--- src/stmf_pkg.sv ---
package stmf_pkg;

   localparam int SAMPLE_W = 24;

   typedef logic signed [SAMPLE_W-1:0] sample_type;

   // Commands from the controller to the datapath, at most one high per cycle.
   typedef struct packed {
      logic load;
      logic scan;
      logic trim;
      logic prep;
      logic div_step;
      logic out_load;
   } cmd_type;

   typedef struct packed {
      logic scan_all;
      logic rd_busy;
      logic div_done;
   } status_type;

endpackage

--- src/stmf_req_if.sv ---
interface stmf_req_if;
   logic                   valid;
   logic                   ready;
   stmf_pkg::sample_type   sample;

   modport source (output valid, output sample, input ready);
   modport sink (input valid, input sample, output ready);
endinterface

--- src/stmf_rsp_if.sv ---
interface stmf_rsp_if;
   logic                   valid;
   logic                   ready;
   stmf_pkg::sample_type   filtered;

   modport source (output valid, output filtered, input ready);
   modport sink (input valid, input filtered, output ready);
endinterface

--- src/stmf_ram.sv ---
module stmf_ram #(
   parameter int WIDTH = 24,
   parameter int DEPTH = 8
) (
   input  logic                     clock,
   input  logic                     wr_en,
   input  logic [$clog2(DEPTH)-1:0] wr_addr,
   input  logic [WIDTH-1:0]         wr_data,
   input  logic [$clog2(DEPTH)-1:0] rd_addr,
   output logic [WIDTH-1:0]         rd_data
);

   logic [WIDTH-1:0] mem_ff [DEPTH];
   logic [WIDTH-1:0] rd_data_ff;

   always_ff @(posedge clock) begin
      if (wr_en) begin
         mem_ff[wr_addr] <= wr_data;
      end
      rd_data_ff <= mem_ff[rd_addr];
   end

   assign rd_data = rd_data_ff;

endmodule

--- src/stmf_datapath.sv ---
module stmf_datapath #(
   parameter int WINDOW = 8
) (
   input  logic                  clock,
   input  logic                  reset,
   input  stmf_pkg::cmd_type     cmd,
   output stmf_pkg::status_type  status,
   input  stmf_pkg::sample_type  req_sample,
   output stmf_pkg::sample_type  rsp_filtered
);

   localparam int SW     = stmf_pkg::SAMPLE_W;
   localparam int ADDR_W = $clog2(WINDOW);
   localparam int CNT_W  = $clog2(WINDOW + 1);
   localparam int SUM_W  = SW + $clog2(WINDOW);
   localparam int MAG_W  = SUM_W + 2;
   localparam int DEN_W  = CNT_W + 1;
   localparam int DIVC_W = $clog2(MAG_W + 1);

   logic [ADDR_W-1:0]       wp_ff, wp_in;
   logic [CNT_W-1:0]        count_ff, count_in;
   logic [CNT_W-1:0]        idx_ff, idx_in;
   logic                    rvalid_ff, rvalid_in;
   logic                    first_ff, first_in;
   logic signed [SUM_W-1:0] sum_ff, sum_in;
   logic signed [SW-1:0]    max_ff, max_in;
   logic signed [SW-1:0]    min_ff, min_in;
   logic signed [SUM_W-1:0] tsum_ff, tsum_in;
   logic [CNT_W-1:0]        den_ff, den_in;
   logic [DEN_W-1:0]        den2_ff, den2_in;
   logic [DEN_W-1:0]        rem_ff, rem_in;
   logic [MAG_W-1:0]        quo_ff, quo_in;
   logic                    neg_ff, neg_in;
   logic [DIVC_W-1:0]       divc_ff, divc_in;
   stmf_pkg::sample_type    filtered_ff, filtered_in;

   logic [SW-1:0]           rd_data;
   logic signed [SW-1:0]    rd_val;
   logic signed [SUM_W-1:0] rd_ext;
   logic signed [MAG_W-1:0] num_val;
   logic [DEN_W:0]          shifted;
   logic [DEN_W+1:0]        diff;
   logic [SW-1:0]           quo_low;

   stmf_ram #(
      .WIDTH (SW),
      .DEPTH (WINDOW)
   ) u_ram (
      .clock   (clock),
      .wr_en   (cmd.load),
      .wr_addr (wp_ff),
      .wr_data (req_sample),
      .rd_addr (idx_ff[ADDR_W-1:0]),
      .rd_data (rd_data)
   );

   assign rd_val  = $signed(rd_data);
   assign rd_ext  = SUM_W'(rd_val);
   // Numerator of the rounded mean: twice the sum plus the divisor.
   assign num_val = (MAG_W'(tsum_ff) <<< 1) + MAG_W'($signed({1'b0, den_ff}));
   assign shifted = {rem_ff, quo_ff[MAG_W-1]};
   assign diff    = {1'b0, shifted} - {2'b00, den2_ff};
   assign quo_low = quo_ff[SW-1:0];

   always_comb begin
      wp_in       = wp_ff;
      count_in    = count_ff;
      idx_in      = idx_ff;
      rvalid_in   = cmd.scan;
      first_in    = first_ff;
      sum_in      = sum_ff;
      max_in      = max_ff;
      min_in      = min_ff;
      tsum_in     = tsum_ff;
      den_in      = den_ff;
      den2_in     = den2_ff;
      rem_in      = rem_ff;
      quo_in      = quo_ff;
      neg_in      = neg_ff;
      divc_in     = divc_ff;
      filtered_in = filtered_ff;

      if (cmd.load) begin
         wp_in    = (wp_ff == ADDR_W'(WINDOW - 1)) ? '0 : wp_ff + 1'b1;
         count_in = (count_ff == CNT_W'(WINDOW)) ? count_ff : count_ff + 1'b1;
         idx_in   = '0;
         first_in = 1'b1;
      end

      if (cmd.scan) begin
         idx_in = idx_ff + 1'b1;
      end

      if (rvalid_ff) begin
         first_in = 1'b0;
         if (first_ff) begin
            sum_in = rd_ext;
            max_in = rd_val;
            min_in = rd_val;
         end else begin
            sum_in = sum_ff + rd_ext;
            if (rd_val > max_ff) begin
               max_in = rd_val;
            end
            if (rd_val < min_ff) begin
               min_in = rd_val;
            end
         end
      end

      // With all samples equal, dropping one maximum and one minimum leaves
      // the same rounded mean, so no separate case is needed.
      if (cmd.trim) begin
         if (count_ff <= CNT_W'(2)) begin
            tsum_in = sum_ff;
            den_in  = count_ff;
         end else begin
            tsum_in = sum_ff - SUM_W'(max_ff) - SUM_W'(min_ff);
            den_in  = count_ff - CNT_W'(2);
         end
      end

      if (cmd.prep) begin
         neg_in  = num_val[MAG_W-1];
         quo_in  = num_val[MAG_W-1] ? MAG_W'(-num_val) : MAG_W'(num_val);
         rem_in  = '0;
         den2_in = {den_ff, 1'b0};
         divc_in = '0;
      end

      if (cmd.div_step) begin
         divc_in = divc_ff + 1'b1;
         if (!diff[DEN_W+1]) begin
            rem_in = diff[DEN_W-1:0];
            quo_in = {quo_ff[MAG_W-2:0], 1'b1};
         end else begin
            rem_in = shifted[DEN_W-1:0];
            quo_in = {quo_ff[MAG_W-2:0], 1'b0};
         end
      end

      if (cmd.out_load) begin
         filtered_in = neg_ff ? $signed(-quo_low) : $signed(quo_low);
      end
   end

   always_ff @(posedge clock) begin
      if (reset) begin
         wp_ff     <= '0;
         count_ff  <= '0;
         idx_ff    <= '0;
         rvalid_ff <= 1'b0;
         first_ff  <= 1'b0;
         divc_ff   <= '0;
      end else begin
         wp_ff     <= wp_in;
         count_ff  <= count_in;
         idx_ff    <= idx_in;
         rvalid_ff <= rvalid_in;
         first_ff  <= first_in;
         divc_ff   <= divc_in;
      end
      sum_ff      <= sum_in;
      max_ff      <= max_in;
      min_ff      <= min_in;
      tsum_ff     <= tsum_in;
      den_ff      <= den_in;
      den2_ff     <= den2_in;
      rem_ff      <= rem_in;
      quo_ff      <= quo_in;
      neg_ff      <= neg_in;
      filtered_ff <= filtered_in;
   end

   assign status.scan_all = (idx_ff == count_ff);
   assign status.rd_busy  = rvalid_ff;
   assign status.div_done = (divc_ff == DIVC_W'(MAG_W));
   assign rsp_filtered    = filtered_ff;

`ifndef NO_ASSERTIONS
   a_count_bound: assert property (@(posedge clock) disable iff (reset)
      count_ff <= CNT_W'(WINDOW))
      else $error("valid count beyond window size");

   a_scan_in_range: assert property (@(posedge clock) disable iff (reset)
      cmd.scan |-> (idx_ff < count_ff))
      else $error("window read beyond the valid samples");

   a_wp_tracks_count: assert property (@(posedge clock) disable iff (reset)
      (count_ff < CNT_W'(WINDOW)) |-> (CNT_W'(wp_ff) == count_ff))
      else $error("write pointer out of step with fill count");
`endif

endmodule

--- src/stmf_ctrl.sv ---
module stmf_ctrl (
   input  logic                 clock,
   input  logic                 reset,
   input  logic                 req_valid,
   output logic                 req_ready,
   output logic                 rsp_valid,
   input  logic                 rsp_ready,
   output stmf_pkg::cmd_type    cmd,
   input  stmf_pkg::status_type status
);

   typedef enum logic [2:0] {
      ST_IDLE,
      ST_SCAN,
      ST_TRIM,
      ST_PREP,
      ST_DIVIDE,
      ST_DONE
   } state_type;

   state_type state_ff;
   logic      rsp_valid_ff;
   logic      slot_free;

   assign slot_free = !rsp_valid_ff || rsp_ready;
   assign req_ready = (state_ff == ST_IDLE);
   assign rsp_valid = rsp_valid_ff;

   always_comb begin
      cmd          = '0;
      cmd.load     = (state_ff == ST_IDLE) && req_valid;
      cmd.scan     = (state_ff == ST_SCAN) && !status.scan_all;
      cmd.trim     = (state_ff == ST_TRIM);
      cmd.prep     = (state_ff == ST_PREP);
      cmd.div_step = (state_ff == ST_DIVIDE) && !status.div_done;
      cmd.out_load = (state_ff == ST_DONE) && slot_free;
   end

   always_ff @(posedge clock) begin
      if (reset) begin
         state_ff     <= ST_IDLE;
         rsp_valid_ff <= 1'b0;
      end else begin
         // A result loaded in the same cycle keeps the output valid.
         if (rsp_valid_ff && rsp_ready && !cmd.out_load) begin
            rsp_valid_ff <= 1'b0;
         end
         unique case (state_ff)
            ST_IDLE: begin
               if (req_valid) begin
                  state_ff <= ST_SCAN;
               end
            end
            ST_SCAN: begin
               // The last read returns in the cycle after it is issued.
               if (status.scan_all && !status.rd_busy) begin
                  state_ff <= ST_TRIM;
               end
            end
            ST_TRIM: begin
               state_ff <= ST_PREP;
            end
            ST_PREP: begin
               state_ff <= ST_DIVIDE;
            end
            ST_DIVIDE: begin
               if (status.div_done) begin
                  state_ff <= ST_DONE;
               end
            end
            ST_DONE: begin
               if (slot_free) begin
                  rsp_valid_ff <= 1'b1;
                  state_ff     <= ST_IDLE;
               end
            end
            default: begin
               state_ff <= ST_IDLE;
            end
         endcase
      end
   end

`ifndef NO_ASSERTIONS
   a_out_slot_free: assert property (@(posedge clock) disable iff (reset)
      cmd.out_load |-> slot_free)
      else $error("result loaded over an item not yet taken");

   a_accept_starts_scan: assert property (@(posedge clock) disable iff (reset)
      (req_valid && req_ready) |=> (state_ff == ST_SCAN))
      else $error("accepted item did not start a window scan");

   a_no_step_after_done: assert property (@(posedge clock) disable iff (reset)
      cmd.div_step |-> !status.div_done)
      else $error("divider stepped past its last bit");
`endif

endmodule

--- src/sliding_trimmed_mean_filter.sv ---
// Sliding-window trimmed mean over the last WINDOW signed 24-bit samples.
// Each accepted item is written into a window RAM, then the valid samples
// are read back one per cycle through the RAM's single read port to form
// the sum, maximum and minimum; from three samples on, one maximum and one
// minimum are dropped, and the mean plus one half, truncated toward zero,
// comes out of a restoring divider that retires one quotient bit per cycle.
// An item passes in turn through the scan, trim, divider setup, divide
// and output states, and no new item is taken before its result is loaded.
// A finished result waits in the output register while the next item is
// taken. The window starts empty after reset, and needs no clearing pass.
module sliding_trimmed_mean_filter #(
   parameter int WINDOW = 8
) (
   input  logic       clock,
   input  logic       reset,
   stmf_req_if.sink   req_chan,
   stmf_rsp_if.source rsp_chan
);

   stmf_pkg::cmd_type    cmd;
   stmf_pkg::status_type status;

   stmf_ctrl u_ctrl (
      .clock     (clock),
      .reset     (reset),
      .req_valid (req_chan.valid),
      .req_ready (req_chan.ready),
      .rsp_valid (rsp_chan.valid),
      .rsp_ready (rsp_chan.ready),
      .cmd       (cmd),
      .status    (status)
   );

   stmf_datapath #(
      .WINDOW (WINDOW)
   ) u_datapath (
      .clock        (clock),
      .reset        (reset),
      .cmd          (cmd),
      .status       (status),
      .req_sample   (req_chan.sample),
      .rsp_filtered (rsp_chan.filtered)
   );

endmodule

--- src/flat_wrapper.sv ---
// flat-port wrapper written by rule: the top's interface ports become plain ports
module sliding_trimmed_mean_filter_flat 
#(
   parameter int WINDOW = 8
)
  (clock, reset, req_chan_valid, req_chan_sample, req_chan_ready, rsp_chan_valid, rsp_chan_filtered, rsp_chan_ready);
  stmf_req_if req_chan_i ();
  stmf_rsp_if rsp_chan_i ();
  input  logic clock;
  input  logic reset;
  input wire logic [$bits(req_chan_i.valid)-1:0] req_chan_valid;
  input wire logic [$bits(req_chan_i.sample)-1:0] req_chan_sample;
  output wire logic [$bits(req_chan_i.ready)-1:0] req_chan_ready;
  output wire logic [$bits(rsp_chan_i.valid)-1:0] rsp_chan_valid;
  output wire logic [$bits(rsp_chan_i.filtered)-1:0] rsp_chan_filtered;
  input wire logic [$bits(rsp_chan_i.ready)-1:0] rsp_chan_ready;
  assign req_chan_i.valid = req_chan_valid;
  assign req_chan_i.sample = req_chan_sample;
  assign req_chan_ready = req_chan_i.ready;
  assign rsp_chan_valid = rsp_chan_i.valid;
  assign rsp_chan_filtered = rsp_chan_i.filtered;
  assign rsp_chan_i.ready = rsp_chan_ready;
  sliding_trimmed_mean_filter #(.WINDOW(WINDOW)) u_core (.clock(clock), .reset(reset), .req_chan(req_chan_i), .rsp_chan(rsp_chan_i));
endmodule
--- config.mk ---
export PLATFORM = sky130hd
export DESIGN_NAME = sliding_trimmed_mean_filter_flat
export DESIGN_NICKNAME = d
export VERILOG_FILES = /design/src/stmf_pkg.sv /design/src/stmf_req_if.sv /design/src/stmf_rsp_if.sv /design/src/stmf_ram.sv /design/src/stmf_datapath.sv /design/src/stmf_ctrl.sv /design/src/sliding_trimmed_mean_filter.sv /design/src/flat_wrapper.sv
export SDC_FILE = /design/constraint.sdc
export NUM_CORES = 1
export LEC_CHECK = 0
export BUFFER_PORTS_ARGS = -buffer_cell sky130_fd_sc_hd__buf_2
export CAP_MARGIN = 20
export CORE_UTILIZATION = 50
export CTS_CLUSTER_DIAMETER = 120
export DETAILED_ROUTE_END_ITERATION = 6
export GPL_TIMING_DRIVEN = 0
export HOLD_SLACK_MARGIN = 0.06
export PLACE_DENSITY = 0.73
export SYNTH_ARGS = -nofsm -noshare
export SYNTH_HDL_FRONTEND = slang
export SYNTH_HIERARCHICAL = 1
export SYNTH_SLANG_ARGS = --single-unit
--- constraint.sdc ---
create_clock -name clock -period 4.82 [get_ports clock]
set_clock_uncertainty 0.05 [all_clocks]
set_input_delay 0 -clock clock [delete_from_list [all_inputs] [get_ports clock]]
set_output_delay 0 -clock clock [all_outputs]
set_load 0.01 [all_outputs]
==> After elaboration in Yosys (flattened, before gate mapping) <==
Memory sizes are Yosys's and may differ from the RTL's. A register that Yosys moved wholly into a read port is not among the register bits.
Index checks and enable logic that the tools add are counted.
{ "totals": {"word_cells": 100, "in_bits": 28, "ramBits": 192, "output_inout_bits": 26, "regBits": 191, "n_memories": 1} }
{ "classes": {"n_addsub": 12, "n_eq_ne": 13, "reduce_logical": 23, "order_cmp": 3, "bitwise_logic": 1, "mux": 29} }
{ "mem_list": {"columns": ["memory", "words", "width", "read_ports", "rd_clocked_by_memory_dff", "wr", "line_no", "rtl"], "rows": [
  ["u_core.u_datapath.u_ram.mem_ff", 8, 24, 1, 1, 1, "stmf_ram.sv:13", "logic [WIDTH-1:0] mem_ff [DEPTH];"]
]} }
{ "op_table": {"columns": ["op", "n"], "rows": [
  ["$mux 24", 5],
  ["$mux 29", 3],
  ["$mux 27", 2],
  ["$sub 27x24->27", 2],
  ["$add 28x5->29", 1],
  ["$neg 29->29", 1],
  ["$add 27x24->27", 1],
  ["$gt 24x24->1", 1],
  ["$lt 24x24->1", 1],
  ["$neg 24->24", 1],
  ["$mux 5", 4],
  ["$pmux 3 s6", 1],
  ["$mux 3", 5],
  ["$mux 4", 3],
  ["$eq 3x3->1 const B", 3],
  ["$add 4x1->4 const B", 2],
  ["$reduce_bool 2->1", 4],
  ["$logic_and 1x1->1", 7],
  ["$sub 6x5->7", 1],
  ["$eq 3x2->1 const B", 2],
  ["$mux 1", 6],
  ["$ne 2x2->1 const B", 3],
  ["$reduce_and 2->1", 3],
  ["$add 5x1->5 const B", 1],
  ["14 further kinds", 18]
]} }

==> Logic depth before layout (Yosys ltp) <==
Gate-level depths: netlist (run 1).
{ "depth": {"ltp_word": 8, "mapped_depth": 13, "mapped_depth_nobuf": 13} }

==> Cells and area by module <==
Netlist (run 1), hierarchy kept.
{ "by_module_without_submodules": {"columns": ["module", "seq_area_each_um2", "cells_per_inst", "area_each_um2", "n_inst"], "rows": [
  ["stmf_datapath", 5435.2, 1331, 13499.2, 1],
  ["stmf_ram", 6246.0, 314, 7797.5, 1],
  ["stmf_ctrl", 80.1, 32, 266.5, 1]
]} }

==> Worst setup path after synthesis (run 1) <==
OpenSTA, ideal clock, no wires.
{ "synth_path": {"path_type": "register to register", "from": "register u_core.u_datapath.sum_ff[4]", "to": "register u_core.u_datapath.tsum_ff[25], data pin", "setup_time_ns": 0.267, "setup_slack_ns": 1.394, "required_time_ns": 4.503, "path_buffers": 0, "path_stages_with_launch": 12, "t_arrival_ns": 3.109, "period_less_slack_ns": 3.426, "cell_sequence": "edfxtp_1 -> fa_1 -> ha_1 -> a21oi_1 -> o221ai_1 -> a21oi_1 -> o22ai_1 -> o41ai_1 -> o2111ai_1 -> a21oi_1 -> xor2_1 -> o21ai_0"} }
{ "synth_between": {"elab_chain_len": 3} }
{ "synth_lines": {"columns": ["element", "line_no", "rtl"], "rows": [
  ["from (decl)", "stmf_datapath.sv:25", "logic signed [SUM_W-1:0] sum_ff, sum_in;"],
  ["from (signal assigned)", "stmf_datapath.sv:163", "sum_ff <= sum_in;"],
  ["$sub 27x24->27 (2 in series)", "stmf_datapath.sv:118", "tsum_in = sum_ff - SUM_W'(max_ff) - SUM_W'(min_ff);"],
  ["$mux 27", "stmf_datapath.sv:114", "if (count_ff <= CNT_W'(2)) begin"],
  ["to (signal assigned)", "stmf_datapath.sv:166", "tsum_ff <= tsum_in;"],
  ["to (decl)", "stmf_datapath.sv:28", "logic signed [SUM_W-1:0] tsum_ff, tsum_in;"]
]} }
Every way passes these cells.
A chain may end at the register's enable or synchronous reset.

==> Worst setup path after layout (run 1) <==
{ "layout_path": {"from": "register u_core.u_datapath.sum_ff[2]", "to": "register u_core.u_datapath.tsum_ff[25], data pin"} }
Same word-level chain as after synthesis.

==> metrics.yaml, run 1 <==
outcome:
  run_status: "complete, no violations"
routing:
  drc: 0
  avgRoutedWirePerCell_um: 19.1
  drtIter0Drc: 1005
  via_per_inst: 5.74
  postRouteWirelength_um: 45500
  postRouteAntennaNets: 0
  routed-via-count: 13700
  dr.pass1.iters: 5
worst_setup_path:
  worstPathArrival_ns: 4.44
  worst_path_largest_cell_delay_ns: 0.68
  crit_fanout: 5
  cp_cell_sequence: "fa_1, ha_1, a21oi_1, o221ai_1, a21oi_1, o22ai_1, o41ai_1, o2111ai_1, a21oi_1, xor2_1, o21ai_0"
  cpMostUsedCell: "a21oi_1"
  critPathRequiredTime_ns: 5.05
  endpoint_kind: "register"
  crit_slowest_cell: "o41ai_1"
  startpoint_type: "register"
  critPathKind: "register to register"
global_routing:
  track_usage_pct: 21.2
  antenna_found_initial: 0
  use_met3_pct: 2.98
  grtUsageMet2_pct: 38.7
  grt_pass1_vias: 13900
  met1_usage_pct: 25.5
  grt_max_degree: 39
  grt_pass1_wl_um: 72800
  grt-ovfl-total: 0
  grt-busiest-layer: "met2"
synth:
  mappedNetlistArea_um2: 21600
  syn_area_per_cell_um2: 12.9
  yosysWarnings: 6
  yosysSeqAreaShare_pct: 54.5
  synth_edf_count: 361
  syn-num-nets: 1855
  yosysUniqueCellTypes: 91
  ys_ff_latch: 407
  synth-main-ff-cell: "edfxtp_1"
  async_reset_ff_share_pct: 0
  netlist_instances: 1677
die:
  dieArea_um2: 44000
  start_util_pct: 51.1
  die_x_um: 210
  rows: 75
  die_h_um: 210
  core-area_um2: 42200
  top_level_ports: 54
layout:
  layout_commonest_cell: "edfxtp_1"
  num-nets-final: 1990
  final_area_um2: 24400
  fin_cells: 2385
  area_growth_syn_to_layout_pct: 13.1
  final-seq-area_um2: 11800
  fill_cells: 3370
  final_cell_mix: "edfxtp_1 (361), ha_1 (121), nand2_1 (114)"
  antenna_cells: 0
  multiInputGateArea_um2: 9200
  drive_gt1_share_pct: 15.2
sta:
  tightest_slew_ns: 0.999
  hold_viol: 0
  fmax_ghz: 0.237
  slew_violations: 0
  slew_headroom_pct: 31.7
  min_period_ns: 4.21
  setup_viol: 0
  rsz0062_at_grt: "no"
  finalSetupTns_ns: 0
  period_share_pct: 87.4
pwr:
  p_total_mw: 11.4
  power.density_nw_per_um2: 468
  ir_worst_vdd_v: 0.000382
  p_leak_nw: 8.75
clock_tree:
  cts_hold_buf: 28
  cts_tree: "done"
  clock_sinks: 407
  path_clk_slew_ns: 0.05
  clock-root-buffer: "clkbuf_16"
  clock_latency_ns: 0.55
  post_cts_buffers: 0
  cts_buffer_depth: 3
  numCtsBuffers: 43
  htree_levels: 2
  postCtsResizedCells: 0
hold_path:
  worst_hold_path_type: "input port to register"
placement:
  hpwl_um: 32400
  io_buffers: 53
  finalWeightedCongestion: 0.871
  dp.cells: 2278
  placed_area_um2: 22700
job:
  maxCapViolCount: 0
## stage by stage
step                setup slack, ns  utilization, %  hold WS (ns)
finish                        0.607            57.8         0.190
global route                  0.325            57.8         0.188
global placement            0.00914            53.3         0.192
detailed placement            0.724            53.7         0.198
CTS                           0.702            57.8         0.154
floorplan                      1.39               -        0.0191
## critical path: cells and delay by family (launching register included)
kind,cells,cell delay (ns)
compound gates,8,2.39
xor+xnor,1,0.15
fa+ha+maj,2,0.88
flops,1,0.47
## layout make-up
type,count,area share [%]
Timing Repair Buffer,90,2.68
Sequential cell,407,48.2
Clock buffer,56,4.78
Multi-Input combinational cell,1114,37.7
Inverter,100,1.54
Clock inverter,23,1.10
Tap cell,539,2.76
Buffer,56,1.20
## logic make-up after synthesis
kind of cell               count (synthesis)  synth area share [%]
adders and majority gates                150                  9.71
DFF                                      407                  54.5
AOI/OAI and AO/OA                        342                  10.4
buffers and inverters                    156                  3.09
xor gates and xnor gates                 125                  5.08
muxes                                     90                  7.37
and+or+nand+nor                          407                  9.83
## cell usage after synthesis, types with 6 or more instances
library cell  count  area (um2)
mux2i_1           7        70.1
nor3b_1           8        60.1
o41ai_1           6        52.6
o31ai_1          14         105
nor2_1           91         342
mux4_2           48        1080
a21o_1           21         158
dfxtp_1          46         921
buf_2            12        60.1
o21ai_0          94         470
a31oi_1          12        75.1
fa_1             29         581
nor2b_1          17         106
inv_1            99         372
nand2_1         114         428
edfxtp_1        361       10800
nor3_1           33         165
nand2b_1         22         138
nand3_1          31         155
and2_1            9        56.3
ha_1            121        1510
mux2_2           23         259
o211ai_1          6        45.0
xor2_1           48         420
a21oi_1          91         455
mux2_4           12         180
o21a_1           11        82.6
xnor2_1          77         674
a211oi_1         11        82.6
a2111oi_0         8        70.1
o21ai_1           6        30.0
nand4_1          20         125
or4_1            10        75.1
nor4_1            7        43.8
clkbuf_1         33         124
a311oi_1          7        61.3
## flip-flops by register name, summed over array words and instances, names as in the netlist, 24 cells and up
name	cells
u_core/u_datapath/max_ff	24
u_core/u_datapath/min_ff	24
u_core/u_datapath/quo_ff	29
u_core/u_datapath/rsp_filtered	24
u_core/u_datapath/sum_ff	27
u_core/u_datapath/tsum_ff	27
u_core/u_datapath/u_ram/mem_ff	192
u_core/u_datapath/u_ram/rd_data	24
## power breakdown
part / switching (mW) / total (mW) / internal [mW]
clock network: 1.38 / 3.32 / 1.94
logic: 1.90 / 3.36 / 1.46
registers: 0.335 / 4.74 / 4.40
## worst paths after layout
path / from / end / slack (ns) / cells after the start
hold reg to reg: u_core/u_datapath/den_ff[1] / u_core/u_datapath/den2_ff[2] / 0.41 / 0
setup / recovery: u_core/u_datapath/sum_ff[2] / u_core/u_datapath/tsum_ff[25] / 0.61 / 11
hold / removal: reset / u_core/u_ctrl/state_ff[1] / 0.19 / 3
setup reg to reg: u_core/u_datapath/sum_ff[2] / u_core/u_datapath/tsum_ff[25] / 0.61 / 11
## metal layers
| metal | vias up | wire length [um] |
|---|---|---|
| li1 | 6610 | - |
| met1 | 6641 | 18800 |
| met2 | 356 | 23400 |
| met3 | 87 | 1970 |
| met4 | 0 | 1270 |
| met5 | - | 0 |
(Power assumes the default switching activity.)
==> inputs of run 2 (changes only) <==
ABC_AREA = 0   (was default)
PLACE_DENSITY = 0.74   (was 0.73)
==> run 2 against run 1 <==
Combinational power hardly changed. Cell count stayed put. Clock power is 5% higher. Total power is 1.3% higher. Setup slack worse by 0.096 ns. Non-clock buffer count stayed put. Sequential power hardly changed. Design area is 0.31% higher. Core utilization is 0.18 points higher. Register-to-register slack worse by 0.096 ns. Critical endpoint is now u_core/u_datapath/tsum_ff[24].
==> metrics.yaml, run 2 (same netlist as run 1, synthesis figures left out) <==
worst_setup_path:
  cp_cell_sequence: "fa_1, ha_1, clkbuf_1, nand2_1, a2111oi_0, nor4_1, o21ai_1, nand2_1, a311oi_1, xnor2_1, mux2_2"
  worstPathArrival_ns: 4.59
  r2r_start: "u_core/u_datapath/sum_ff[11]"
  endpoint_kind: "register"
  r2r_setup_slack_ns: 0.51
  critPathKind: "register to register"
  crit_slowest_cell: "a2111oi_0"
  startpoint_type: "register"
  cpMostUsedCell: "nand2_1"
  crit_fanout: 7
  critPathLaunch: "u_core/u_datapath/sum_ff[11]"
  critPathRequiredTime_ns: 5.10
  worst_path_largest_cell_delay_ns: 0.99
routing:
  postRouteWirelength_um: 44800
  via_per_inst: 5.72
  avgRoutedWirePerCell_um: 18.8
  drc: 0
  postRouteAntennaNets: 0
  dr.pass1.iters: 5
  routed-via-count: 13600
  drtIter0Drc: 910
job:
  maxCapViolCount: 0
sta:
  finalSetupTns_ns: 0
  fmax_ghz: 0.232
  setup_viol: 0
  hold_ws_ns: 0.162
  slew_violations: 0
  slew_headroom_pct: 22.8
  period_share_pct: 89.4
  min_period_ns: 4.31
  hold_viol: 0
  tightest_slew_ns: 1.13
  rsz0062_at_grt: "no"
clock_tree:
  path_clk_slew_ns: 0.06
  clock_sinks: 407
  numCtsBuffers: 44
  cts_buffer_depth: 3
  post_cts_buffers: 0
  cts_tree: "done"
  clock-root-buffer: "clkbuf_16"
  postCtsResizedCells: 0
  clock_latency_ns: 0.58
  htree_levels: 2
global_routing:
  track_usage_pct: 20.8
  grt_pass1_wl_um: 71100
  grt_max_degree: 39
  antenna_found_initial: 0
  grt-ovfl-total: 0
  grt_pass1_vias: 13700
die:
  dieArea_um2: 44000
  core-area_um2: 42200
  die_x_um: 210
  rows: 75
  die_h_um: 210
  start_util_pct: 51.1
  top_level_ports: 54
layout:
  area_growth_syn_to_layout_pct: 13.5
  antenna_cells: 0
  largest_register: "u_core/u_datapath/u_ram/mem_ff"
  num-nets-final: 1991
  drive_gt1_share_pct: 15.1
  final_cell_mix: "edfxtp_1 (361), ha_1 (121), nand2_1 (114)"
  largestRegisters: "u_core/u_datapath/u_ram/mem_ff x192, u_core/u_datapath/quo_ff x29"
  layout_commonest_cell: "edfxtp_1"
  largest_reg_flops: 192
  fill_cells: 3310
hold_path:
  worst_hold_path_type: "input port to register"
  holdCritStartpoint: "req_chan_sample[14]"
pwr:
  p_leak_nw: 8.78
  power.density_nw_per_um2: 473
  ir_worst_vdd_v: 0.000337
placement:
  io_buffers: 53
  hpwl_um: 32100
  finalWeightedCongestion: 0.875
outcome:
  run_status: "complete, no violations"
-- run 2: changes by cell type in the layout (fill, tap and decap cells not counted), moves of 2 or more --
| cell | delta |
|---|---|
| clkbuf_1 | +2 |
| clkbuf_16 | +2 |
| bufinv_16 | +2 |
| clkinv_2 | -4 |
-- run 2: area by class of cell --
cell class	instances	area [um2]	share of cell area (%)
Inverter	100	375	1.53
Sequential cell	407	11800	48.1
Clock inverter	20	300	1.23
Timing Repair Buffer	90	654	2.67
Multi-Input combinational cell	1114	9200	37.6
Clock buffer	59	1210	4.94
Tap cell	539	674	2.76
Buffer	56	293	1.20
-- run 2: through the flow --
step	utilization [%]	total power, mW	worst slack (ns)	area, um2	std cells
floorplan	-	7.26	1.39	21600	1677
global placement	53.3	7.94	0.127	22500	2269
detailed placement	53.7	8.09	0.613	22700	2278
CTS	57.9	11.6	0.582	24500	2385
global route	57.9	12.2	0.289	24500	2385
finish	57.9	11.6	0.511	24500	2385
-- run 2: layer usage --
metal	wire, um	vias up	global-route usage, %
met4	1390	0	8.66
met1	18700	6622	24.8
met5	0	-	0
met3	1760	78	2.84
li1	-	6611	-
met2	22900	337	37.6
-- run 2: worst max-delay path, delay by kind of cell, from the launching register on --
| kind | cells | cell delay (ns) |
|---|---|---|
| simple gates | 3 | 0.48 |
| mux | 1 | 0.26 |
| fa+ha+maj | 2 | 0.80 |
| xor+xnor | 1 | 0.10 |
| compound gates | 3 | 1.63 |
| flops | 1 | 0.48 |
| buf+inv | 1 | 0.26 |
-- run 2: repair_timing --
item / in CTS / in global routing
endpoints found under the hold margin: 205 / 0
hold buffers: 28 / 0
endpoints found under the setup margin: 0 / 0
-- run 2: final timing paths --
check | to | cells past startpoint
worst max-delay path | u_core/u_datapath/tsum_ff[24] | 11
worst min register to register | u_core/u_datapath/den2_ff[2] | 0
worst max register to register | u_core/u_datapath/tsum_ff[24] | 11
worst min-delay path | u_core/u_datapath/u_ram/mem_ff[5][14] | 2
-- run 2: power breakdown --
| group | switching (mW) | internal, mW | leakage [nW] |
|---|---|---|---|
| logic | 1.88 | 1.46 | 4.40 |
| registers | 0.335 | 4.41 | 3.65 |
| clock network | 1.38 | 2.10 | 0.729 |
==> inputs of run 3 (changes only) <==
ABC_AREA = 1   (was 0)
MAX_ROUTING_LAYER = met4   (was default)
PLACE_DENSITY = 0.77   (was 0.74)
clock period = 3.6 ns   (was 4.82 ns; I/O delays follow)
==> run 3 against run 2 <==
Non-clock buffer count stayed put. Clock power is 29% higher. Via count is 33% higher. Sequential cell count stayed put. Worst hold slack worse by 0.025 ns. Routed wire length is 28% higher. Die area is 8.4% higher. Clock-buffer cell count is 1 lower. First-iteration DRC count is 37% higher. Critical path depth is 1 higher. Total power is 52% higher. Fmax is 30% higher. Critical path type unchanged. Largest cell class unchanged.
==> metrics.yaml, run 3 <==
layout:
  drive_gt1_share_pct: 8.88
  largest_reg_flops: 192
  largestRegisters: "u_core/u_datapath/u_ram/mem_ff x192, u_core/u_datapath/quo_ff x29"
  largest_register: "u_core/u_datapath/u_ram/mem_ff"
  layout_commonest_cell: "nand2_1"
  area_growth_syn_to_layout_pct: 12.3
  final-seq-area_um2: 11800
  final_cell_mix: "nand2_1 (754), inv_1 (419), edfxtp_1 (361)"
  multiInputGateArea_um2: 9740
  num-nets-final: 2970
  fill_cells: 3900
  antenna_cells: 0
routing:
  drc: 0
  postRouteAntennaNets: 0
  via_per_inst: 5.31
  drtIter0Drc: 1250
  dr.pass1.iters: 6
  avgRoutedWirePerCell_um: 16.7
  routed-via-count: 18200
  postRouteWirelength_um: 57200
synth:
  mappedNetlistArea_um2: 23400
  synth_compound_area_share_pct: 7.24
  synth_top_family_by_area: "simple AND/OR/NAND/NOR gates"
  async_reset_ff_share_pct: 0
  ys_ff_latch: 407
  yosysSeqAreaShare_pct: 50.3
  synth_area_leaders: "edfxtp_1 (46%), nand2_1 (12%), inv_1 (6.7%), ha_1 (6.5%), nand3_1 (4.4%)"
  syn_area_per_cell_um2: 8.79
  synth_xor_area_share_pct: 2.21
  yosys.area_share.adder_pct: 8.95
  yosysWarnings: 6
  post-synth-top-count-cell: "nand2_1"
  synth_edf_count: 361
  synth.top_cell.area_share_pct: 46.3
  synthTopCellsByCount: "nand2_1 (754), inv_1 (419), edfxtp_1 (361)"
  synth_mux_area_share_pct: 0
  yosys.area_share.simple_pct: 22.9
  yosysUniqueCellTypes: 56
  yosysTopAreaCell: "edfxtp_1"
  syn-num-nets: 2839
  synth-main-ff-cell: "edfxtp_1"
  netlist_instances: 2661
worst_setup_path:
  critPathKind: "register to register"
  crit_slowest_cell: "fa_1"
  cp_cell_sequence: "fa_1, ha_1, a21oi_1, o21ai_0, inv_1, nor2_1, nor2_1, nand3_1, a21o_1, or2_2, nand3_1, nand2_1"
  worst_path_largest_cell_delay_ns: 0.51
  crit_fanout: 7
  r2r_start: "u_core/u_datapath/sum_ff[14]"
  worstPathArrival_ns: 3.57
  critPathRequiredTime_ns: 3.86
  endpoint_kind: "register"
  reg2reg_depth: 12
  r2r_setup_slack_ns: 0.29
  rr_endpoint: "u_core/u_datapath/tsum_ff[23]"
  startpoint_type: "register"
global_routing:
  track_usage_pct: 25.2
  antenna_found_initial: 0
  grt_pass1_vias: 18200
  grt_max_degree: 32
  grt-ovfl-total: 0
  grt_pass1_wl_um: 90900
hold_path:
  whs_endpoint: "u_core/u_ctrl/rsp_valid"
  holdCritStartpoint: "reset"
  worst_hold_path_type: "input port to register"
  holdPathStages: 3
sta:
  tightest_slew_ns: 0.960
  rsz0062_at_grt: "no"
  hold_viol: 0
  period_share_pct: 91.9
  slew_violations: 0
  min_period_ns: 3.31
  setup_viol: 0
  slew_headroom_pct: 35.9
  fmax_ghz: 0.302
  finalSetupTns_ns: 0
  hold_ws_ns: 0.138
  setup_ws_ns: 0.290
placement:
  preCtsSetupSlack_ns: 0.389
  io_buffers: 53
  hpwl_um: 42300
  finalWeightedCongestion: 0.901
die:
  die_x_um: 218
  start_util_pct: 51.1
  dieArea_um2: 47700
  core-area_um2: 45800
  top_level_ports: 54
  rows: 78
  die_h_um: 218
clock_tree:
  path_clk_slew_ns: 0.06
  clock_latency_ns: 0.61
  postCtsResizedCells: 0
  clock-root-buffer: "clkbuf_16"
  cts_hold_buf: 28
  clock_sinks: 407
  cts_tree: "done"
  htree_levels: 2
  numCtsBuffers: 44
  cts_buffer_depth: 3
  post_cts_buffers: 0
outcome:
  run_status: "complete, no violations"
pwr:
  power.density_nw_per_um2: 671
  p_leak_nw: 11.7
  ir_worst_vdd_v: 0.000570
job:
  maxCapViolCount: 0
[run 3: changes by cell type after synthesis, sizes merged, moves of 18 or more]
cell    delta
mux2      -35
a21oi     +21
nand2b    -23
inv      +329
nand2    +653
xnor2     -58
mux4      -48
nand3    +185
o21ai     +28
or2       +18
nor2      +91
[run 3: critical path, delay by kind of cell (launching register included)]
family / cells / cell delay [ns]
compound gates: 3 / 0.56
fa+ha+maj: 2 / 0.93
buf+inv: 1 / 0.10
flops: 1 / 0.49
simple gates: 6 / 0.88
[run 3: cells by family (layout without fill, tap and decap cells)]
| family | Yosys count | after routing |
|---|---|---|
| and+or+nand+nor | 1250 | 1250 |
| xor gates and xnor gates | 59 | 59 |
| DFF | 407 | 407 |
| adders and majority gates | 150 | 150 |
| AOI/OAI and AO/OA | 303 | 303 |
| buffers and inverters | 492 | 658 |
[run 3: where the power goes]
part,switching (mW),internal (mW)
logic,4.14,2.21
registers,0.610,6.19
clock network,1.91,2.57
[run 3: layer usage]
metal | share of wire, % | track usage (%)
met5 | 0 | -
met4 | 4.1 | 11.3
met3 | 4.8 | 3.05
met2 | 53 | 46.3
met1 | 38 | 26.9
[run 3: final cells by class]
type / count / share of cell area [%]
Sequential cell: 407 / 44.8
Multi-Input combinational cell: 1762 / 37.1
Inverter: 431 / 6.16
Clock buffer: 58 / 4.54
Tap cell: 600 / 2.86
Timing Repair Buffer: 85 / 2.40
Buffer: 61 / 1.30
Clock inverter: 23 / 0.900
[run 3: per-stage QoR]
step                      power [mW]  cells  utilization [%]  area, um2
final                           17.6   3427             57.4      26300
after detailed placement        13.1   3317             53.6      24500
after CTS                       17.7   3426             57.3      26200
after floorplan                 11.2   2661                -      23400
after global placement          12.8   3314             53.3      24400
after global routing            18.7   3427             57.4      26300
[run 3: how the worst max path moves through the flow]
stage                                    end  depth (start not counted)  slack, ns                                 from
2_1_floorplan    u_core/u_datapath/max_ff[0]                         12       0.61         u_core/u_datapath/max_ff[23]
3_3_place_gp    u_core/u_datapath/max_ff[23]                         11      -0.42  u_core/u_datapath/u_ram/rd_data[23]
3_5_place_dp   u_core/u_datapath/tsum_ff[20]                         13       0.39          u_core/u_datapath/sum_ff[5]
4_1_cts        u_core/u_datapath/tsum_ff[26]                         11       0.33         u_core/u_datapath/sum_ff[17]
5_1_grt        u_core/u_datapath/tsum_ff[20]                         13       0.06          u_core/u_datapath/sum_ff[5]
6_report       u_core/u_datapath/tsum_ff[23]                         12       0.29         u_core/u_datapath/sum_ff[14]
